==> src/rtl/lts_pkg.sv <==
// Shared constants, types and the probe pattern decoder for the line-tracking steering block.
`default_nettype none

package lts_pkg;

  localparam int SUM_W      = 24;   // integral accumulator width
  localparam int FRAC_W     = 24;   // fractional bits of ki and kd
  localparam int KP_W       = 10;
  localparam int KG_W       = 26;   // ki / kd width
  localparam int ERR_W      = 4;
  localparam int SENSOR_W   = 4;
  localparam int GYRO_W     = 16;
  localparam int STEER_W    = 32;
  localparam int CFG_IDX_W  = 3;
  localparam int CFG_DATA_W = KG_W;

  // product widths: unsigned gains gain one sign bit
  localparam int PROP_W = ERR_W + KP_W + 1;
  localparam int INT_W  = SUM_W + KG_W + 1;
  localparam int GPRD_W = GYRO_W + KG_W + 1;
  localparam int TOT_W  = INT_W + 2;
  localparam int QUO_W  = TOT_W - FRAC_W;

  // register indexes
  localparam logic [CFG_IDX_W-1:0] REG_MODE_HARD = 3'd0;
  localparam logic [CFG_IDX_W-1:0] REG_KP_NORMAL = 3'd1;
  localparam logic [CFG_IDX_W-1:0] REG_KI_NORMAL = 3'd2;
  localparam logic [CFG_IDX_W-1:0] REG_KD_NORMAL = 3'd3;
  localparam logic [CFG_IDX_W-1:0] REG_KP_HARD   = 3'd4;
  localparam logic [CFG_IDX_W-1:0] REG_KI_HARD   = 3'd5;
  localparam logic [CFG_IDX_W-1:0] REG_KD_HARD   = 3'd6;

  // reset gains
  localparam logic [KP_W-1:0] KP_NORMAL_RST = 10'd450;
  localparam logic [KG_W-1:0] KI_NORMAL_RST = 26'd167772;
  localparam logic [KG_W-1:0] KD_NORMAL_RST = 26'd2516582;
  localparam logic [KP_W-1:0] KP_HARD_RST   = 10'd350;
  localparam logic [KG_W-1:0] KI_HARD_RST   = 26'd1678;
  localparam logic [KG_W-1:0] KD_HARD_RST   = 26'd2516582;

  typedef struct packed {
    logic [KP_W-1:0] kp;
    logic [KG_W-1:0] ki;
    logic [KG_W-1:0] kd;
  } gains_t;

  typedef struct packed {
    logic                    hold;  // pattern not in the table: keep previous error
    logic signed [ERR_W-1:0] err;
  } pattern_t;

  // probe bits x4 x3 x2 x1 -> line error
  function automatic pattern_t decode_pattern(input logic [SENSOR_W-1:0] bits);
    pattern_t p;
    p.hold = 1'b0;
    p.err  = 4'sd0;
    case (bits)
      4'b0000, 4'b1010: p.err = 4'sd0;
      4'b0010:          p.err = 4'sd4;
      4'b0011:          p.err = 4'sd2;
      4'b0111:          p.err = 4'sd3;
      4'b1000:          p.err = -4'sd4;
      4'b1011:          p.err = 4'sd1;
      4'b1100:          p.err = -4'sd2;
      4'b1101:          p.err = -4'sd3;
      4'b1110:          p.err = -4'sd1;
      default:          p.hold = 1'b1;
    endcase
    return p;
  endfunction

endpackage

`default_nettype wire

==> src/rtl/lts_cfg_regs.sv <==
// Gain and mode registers with selection of the active gain set.
`default_nettype none

module lts_cfg_regs
  import lts_pkg::*;
(
  input  wire logic                  clk,
  input  wire logic                  rst,
  input  wire logic                  cfg_valid,
  output      logic                  cfg_ready,
  input  wire logic [CFG_IDX_W-1:0]  cfg_index,
  input  wire logic [CFG_DATA_W-1:0] cfg_data,
  output      gains_t                gains
);

  logic            mode_hard;
  logic [KP_W-1:0] kp_normal;
  logic [KG_W-1:0] ki_normal;
  logic [KG_W-1:0] kd_normal;
  logic [KP_W-1:0] kp_hard;
  logic [KG_W-1:0] ki_hard;
  logic [KG_W-1:0] kd_hard;
  logic            wr;

  assign cfg_ready = 1'b1;
  assign wr        = cfg_valid & cfg_ready;

  always_ff @(posedge clk) begin
    if (rst) begin
      mode_hard <= 1'b0;
      kp_normal <= KP_NORMAL_RST;
      ki_normal <= KI_NORMAL_RST;
      kd_normal <= KD_NORMAL_RST;
      kp_hard   <= KP_HARD_RST;
      ki_hard   <= KI_HARD_RST;
      kd_hard   <= KD_HARD_RST;
    end else if (wr) begin
      unique case (cfg_index)
        REG_MODE_HARD: mode_hard <= cfg_data[0];
        REG_KP_NORMAL: kp_normal <= cfg_data[KP_W-1:0];
        REG_KI_NORMAL: ki_normal <= cfg_data;
        REG_KD_NORMAL: kd_normal <= cfg_data;
        REG_KP_HARD:   kp_hard   <= cfg_data[KP_W-1:0];
        REG_KI_HARD:   ki_hard   <= cfg_data;
        REG_KD_HARD:   kd_hard   <= cfg_data;
        default:       ;  // drop writes to unmapped indexes
      endcase
    end
  end

  always_comb begin
    if (mode_hard) begin
      gains.kp = kp_hard;
      gains.ki = ki_hard;
      gains.kd = kd_hard;
    end else begin
      gains.kp = kp_normal;
      gains.ki = ki_normal;
      gains.kd = kd_normal;
    end
  end

endmodule

`default_nettype wire

==> src/rtl/line_track_pid_steer.sv <==
// Top level of the line-tracking PID steering block.
//
// Input channel: in_valid / in_stall with sensor_bits (x4..x1) and a signed
// gyro_rate sample. Each transaction yields exactly one result on the output
// channel (out_valid / out_stall) carrying steer_value and line_error.
// Configuration: cfg_valid / cfg_ready write channel, cfg_index selects the
// register, cfg_data holds the value; cfg_ready is always high. Write only
// while the block is idle.
// The first stage decodes the probe pattern, updates the integral and forms
// the three gain products; the second sums them, truncates toward zero and
// registers the result. Throughput: one transaction per cycle while out_stall
// is low.
// When the receiver holds out_stall, the result register holds and the
// stall backs up through the product stage to in_stall; once both stages
// are full, in_stall follows out_stall in the same cycle.
// Reset (rst, synchronous): clears the held error and the integral, restores
// the default gains and mode, empties the pipeline; in_stall is high during
// reset.
`default_nettype none

module line_track_pid_steer
  import lts_pkg::*;
(
  input  wire logic                      clk,
  input  wire logic                      rst,
  input  wire logic                      in_valid,
  output      logic                      in_stall,
  input  wire logic [SENSOR_W-1:0]       sensor_bits,
  input  wire logic signed [GYRO_W-1:0]  gyro_rate,
  output      logic                      out_valid,
  input  wire logic                      out_stall,
  output      logic signed [STEER_W-1:0] steer_value,
  output      logic signed [ERR_W-1:0]   line_error,
  input  wire logic                      cfg_valid,
  output      logic                      cfg_ready,
  input  wire logic [CFG_IDX_W-1:0]      cfg_index,
  input  wire logic [CFG_DATA_W-1:0]     cfg_data
);

  localparam logic signed [SUM_W:0] SUM_MAX = (SUM_W+1)'((64'sd1 <<< (SUM_W - 1)) - 1);
  localparam logic signed [SUM_W:0] SUM_MIN = (SUM_W+1)'(-SUM_MAX - 1);
  localparam logic [TOT_W-1:0] FRAC_MASK = TOT_W'((64'd1 << FRAC_W) - 1);

  gains_t gains;

  lts_cfg_regs u_cfg (
    .clk       (clk),
    .rst       (rst),
    .cfg_valid (cfg_valid),
    .cfg_ready (cfg_ready),
    .cfg_index (cfg_index),
    .cfg_data  (cfg_data),
    .gains     (gains)
  );

  // handshake control
  logic in_acc;
  logic out_load;
  logic s1_valid;

  assign out_load = ~out_valid | ~out_stall;
  assign in_stall = rst | (s1_valid & ~out_load);
  assign in_acc   = in_valid & ~in_stall;

  // stage 1: pattern decode, integral, products
  pattern_t                pat;
  logic signed [ERR_W-1:0] held_error;
  logic signed [ERR_W-1:0] err_next;
  logic signed [SUM_W-1:0] error_sum;
  logic signed [SUM_W:0]   sum_wide;
  logic signed [SUM_W-1:0] sum_next;
  logic signed [PROP_W-1:0] prop_next;
  logic signed [INT_W-1:0]  int_next;
  logic signed [GPRD_W-1:0] gprd_next;

  always_comb begin
    pat      = decode_pattern(sensor_bits);
    err_next = pat.hold ? held_error : pat.err;
    sum_wide = (SUM_W+1)'(error_sum) + (SUM_W+1)'(err_next);
    if (sum_wide > SUM_MAX) begin
      sum_next = SUM_MAX[SUM_W-1:0];
    end else if (sum_wide < SUM_MIN) begin
      sum_next = SUM_MIN[SUM_W-1:0];
    end else begin
      sum_next = sum_wide[SUM_W-1:0];
    end
    prop_next = PROP_W'(err_next) * PROP_W'(signed'({1'b0, gains.kp}));
    int_next  = INT_W'(sum_next) * INT_W'(signed'({1'b0, gains.ki}));
    gprd_next = GPRD_W'(gyro_rate) * GPRD_W'(signed'({1'b0, gains.kd}));
  end

  logic signed [ERR_W-1:0]  s1_err;
  logic signed [PROP_W-1:0] s1_prop;
  logic signed [INT_W-1:0]  s1_int;
  logic signed [GPRD_W-1:0] s1_gprd;

  always_ff @(posedge clk) begin
    if (rst) begin
      held_error <= '0;
      error_sum  <= '0;
      s1_valid   <= 1'b0;
    end else begin
      s1_valid <= in_acc | (s1_valid & ~out_load);
      if (in_acc) begin
        held_error <= err_next;
        error_sum  <= sum_next;
      end
    end
  end

  always_ff @(posedge clk) begin
    if (in_acc) begin
      s1_err  <= err_next;
      s1_prop <= prop_next;
      s1_int  <= int_next;
      s1_gprd <= gprd_next;
    end
  end

  // stage 2: sum, truncate toward zero
  logic signed [TOT_W-1:0] total;
  logic signed [TOT_W-1:0] biased;
  logic signed [QUO_W-1:0] quo;

  always_comb begin
    total  = (TOT_W'(s1_prop) <<< FRAC_W) + TOT_W'(s1_int) + TOT_W'(s1_gprd);
    // negative values take a bias so that the shift rounds toward zero
    biased = total + signed'(total[TOT_W-1] ? FRAC_MASK : '0);
    quo    = biased[TOT_W-1:FRAC_W];
  end

  always_ff @(posedge clk) begin
    if (rst) begin
      out_valid <= 1'b0;
    end else begin
      out_valid <= s1_valid | (out_valid & out_stall);
    end
  end

  // the quotient always lies inside the 32-bit range, so it only sign-extends
  always_ff @(posedge clk) begin
    if (s1_valid && out_load) begin
      steer_value <= STEER_W'(quo);
      line_error  <= s1_err;
    end
  end

  // checks
  a_err_range: assert property (@(posedge clk) disable iff (rst)
    out_valid |-> (line_error >= -4'sd4 && line_error <= 4'sd4))
    else $error("line error outside -4..4");

  a_sum_idle: assert property (@(posedge clk) disable iff (rst)
    !in_acc |=> $stable(error_sum) && $stable(held_error))
    else $error("integral moved without a transaction");

  a_sum_step: assert property (@(posedge clk) disable iff (rst)
    in_acc |=> ((SUM_W+1)'(error_sum) - (SUM_W+1)'($past(error_sum)) <= 5'sd4 &&
                (SUM_W+1)'(error_sum) - (SUM_W+1)'($past(error_sum)) >= -5'sd4))
    else $error("integral step larger than the error range");

  a_out_drop: assert property (@(posedge clk) disable iff (rst)
    $fell(out_valid) |-> !$past(out_stall))
    else $error("result dropped while stalled");

  a_s1_hold: assert property (@(posedge clk) disable iff (rst)
    (s1_valid && !out_load) |=> s1_valid && $stable(s1_err) && $stable(s1_int))
    else $error("product stage lost its contents while blocked");

endmodule

`default_nettype wire
==> config.mk <==
export PLATFORM = sky130hd
export DESIGN_NAME = line_track_pid_steer
export DESIGN_NICKNAME = d
export VERILOG_FILES = /design/src/rtl/lts_pkg.sv /design/src/rtl/lts_cfg_regs.sv /design/src/rtl/line_track_pid_steer.sv
export SDC_FILE = /design/constraint.sdc
export NUM_CORES = 2
export LEC_CHECK = 0
export ABC_AREA = 1
export BUFFER_PORTS_ARGS = -buffer_cell sky130_fd_sc_hd__buf_2
export CORE_MARGIN = 8
export CORE_UTILIZATION = 56
export CTS_CLUSTER_SIZE = 20
export DETAILED_ROUTE_END_ITERATION = 6
export PLACE_DENSITY = 0.72
export SYNTH_ARGS = -nofsm -noshare
export SYNTH_HDL_FRONTEND = slang
export SYNTH_SLANG_ARGS = --single-unit
==> constraint.sdc <==
create_clock -name clk -period 10.5 [get_ports clk]
set_input_delay 0.525 -clock clk [delete_from_list [all_inputs] [get_ports clk]]
set_output_delay 0.525 -clock clk [all_outputs]
set_load 0.01 [all_outputs]
==> flow_summary.toml <==
[status]
status = "finished, final reports clean"

[synth]
synth_top_flop_cell = "dfxtp_1"
yosysSeqAreaShare_pct = 13.82
synthTopCellsByArea = "fa_1 (33%), ha_1 (11%), nand2_1 (10%)"
netlist_instances = 6890
ys_ff_latch = 301
synth_warnings = 0
async_reset_ff_share_pct = 0
syn_area_per_cell_um2 = 7.863
syn_nets = 8347
syn_area_um2 = 54170
synth_top_cell_by_area = "fa_1"
synth_top_cell_area_share_pct = 33.48
ys_types = 57
synth-edff-count = 146

[clock_network]
numCtsBuffers = 35
cts_buffer_depth = 3
clk_transition_reported_paths_ps = 60
cts_hold_buf = 0
cts_resized = 0
root_buffer = "clkbuf_16"
cts_sinks = 301
cts_tree = "done"
cts_setup_buffers = 0
htreeDepth = 2
clk_latency_ps = 580

[global_routing]
grt_pass1_vias = 45850
use_met3_pct = 8.404
grt_max_degree = 95
use_met2_pct = 47.69
grt_antenna_before_repair = 4
top_usage_layer = "met2"
grt_use_met1_pct = 42.29
grt_pass1_wl_um = 260600
grt_usage_pct = 31.13
grt-ovfl-total = 0

[timing]
slew_viol_final = 0
slew_headroom_pct = 19.37
finalHoldViolCount = 0
min_period_over_period_pct = 92.93
setup_viol = 0
max_freq_mhz = 102.5
tightest_slew_ps = 1209
clock_skew_ps = 32.90
fin_crit_ps = 9757

[place]
io_buffers = 91
hpwl_um = 138600
placed_area_um2 = 56090
dp_cells = 8137
place_congestion = 1.008

[floorplan]
dieArea_um2 = 106900
core_area_um2 = 96280
ios = 93
initial_utilization_pct = 56.27
die_width_um = 327.0
rows = 114
fp.dieH_um = 327.0

[finish]
final_common_cell = "nand2_1"
design_area_um2 = 57270
area_growth_syn_to_layout_pct = 5.716
fin_cells = 8200
drive_above_1_share_pct = 5.691
final_nets = 8355
multiInputGateArea_um2 = 40390
final.fill_count = 8944
mostFrequentLayoutCells = "nand2_1 (1487), inv_1 (1406), fa_1 (906)"
regArea_um2 = 7488

[min_path]
min_to = "u_cfg.mode_hard"
hp-start = "rst"
hold_class = "in -> reg"
whs_path_depth = 2

[detailed_routing]
drcViolationCount = 0
drtAntennaViolNets = 0
avgViaCountPerCell = 5.544
wl_um = 167400
initialDrtViolationCount = 4407
first_pass_iters = 6
wl_per_cell_um = 20.42
num_vias = 45460

[worst_setup_path]
timing.rr.start = "held_error[3]"
path_max_fanout = 16
regToRegSetupSlack_ps = 930
crit_slowest_cell = "fa_1"
startpoint_type = "primary input"
reg2reg_depth = 41
cp.required_ps = 10820
worstPathArrival_ps = 10080
end_kind = "register"
slowest_delay_ps = 560
rr_endpoint = "s1_int[50]"
critical_path_class = "in -> reg"

[run]
drv_cap = 0
[worst max-delay path, delay by kind of cell]
family / cells / cell delay, ps
adders and majority gates: 9 / 4230
and+or+nand+nor: 10 / 1440
AOI/OAI and AO/OA: 15 / 2400
buffers and inverters: 11 / 1390
xor gates and xnor gates: 1 / 80
[metrics by stage]
step	worst slack [ps]	hold slack, ps	TNS [ps]	util (%)
6_report	742.6	207.0	0	59.48
5_1_grt	-2.607	217.0	-2.607	59.48
4_1_cts	613.0	189.5	0	59.44
3_5_place_dp	5.679	420.5	0	58.25
3_3_place_gp	8.733	406.3	0	58.25
2_1_floorplan	797.3	400.3	0	-
[metal layers]
metal  wire, µm  vias up  share of wire (%)
met5          9        -             0.0054
met4       7697        2                4.6
met3      18150      415                 11
met2      72560     2182                 43
met1      69000    22010                 41
li1           -    20850                  -
[sequential cells by signal (all words and copies together), names as in the netlist]
| name | count |
|---|---|
| s1_err | 4 |
| steer_value | 29 |
| u_cfg.kp_hard | 10 |
| u_cfg.mode_hard | 1 |
| out_valid | 1 |
| u_cfg.kd_hard | 26 |
| held_error | 4 |
| s1_valid | 1 |
| error_sum | 24 |
| u_cfg.ki_normal | 26 |
| u_cfg.ki_hard | 26 |
| line_error | 4 |
| u_cfg.kd_normal | 26 |
| s1_int | 51 |
| s1_gprd | 43 |
| u_cfg.kp_normal | 10 |
| s1_prop | 15 |
[how the worst max path moves through the flow]
stage	start	to	slack (ps)	cells after the start
2_1_floorplan	sensor_bits[1]	s1_int[50]	800	48
3_3_place_gp	sensor_bits[1]	s1_int[36]	9	44
3_5_place_dp	sensor_bits[1]	s1_int[36]	6	46
4_1_cts	sensor_bits[1]	s1_int[36]	610	46
5_1_grt	sensor_bits[1]	s1_int[50]	-3	48
6_report	sensor_bits[0]	s1_int[50]	740	46
[cell families (layout without fill, tap and decap cells)]
kind of cell	after synthesis	in the layout	share of synthesized area, %
compound gates	634	634	6.425
simple gates	2726	2726	20.35
flops	301	301	13.82
other cells	1	2	0.006922
fa+ha+maj	1403	1403	44.96
mux	1	1	0.01848
buf+inv	1662	1695	11.74
xor+xnor	162	162	2.681
[Yosys cell counts (all sizes together) (2+ instances only)]
cell type / instances
xnor2: 66
edfxtp: 146
a21oi: 272
nor4: 7
and3: 8
o221ai: 4
or2: 51
o21ai: 242
nor2: 870
o21bai: 18
nand4: 35
xor2: 96
buf: 68
o31ai: 4
fa: 906
clkinv: 21
and2: 5
inv: 1425
a21boi: 6
clkbuf: 148
nor3: 25
a21o: 13
nand3b: 6
ha: 497
nand3: 200
o21a: 14
a211oi: 2
nand2: 1519
o211ai: 22
a31oi: 28
dfxtp: 155
a221oi: 4
[cell type report]
| class | count | area share (%) |
|---|---|---|
| multi-input cells | 4927 | 70.52 |
| flip-flops and latches | 301 | 13.08 |
| inverters | 1446 | 9.512 |
| well taps | 1276 | 2.788 |
| repair buffers | 187 | 2.097 |
| clock buffers | 45 | 1.665 |
| clock inverters | 17 | 0.3364 |
| diodes | 1 | 0.004369 |
Power is left out: the tool's default activity adds up to more than one toggle a clock period on the data nets, which glitch-free logic cannot reach.
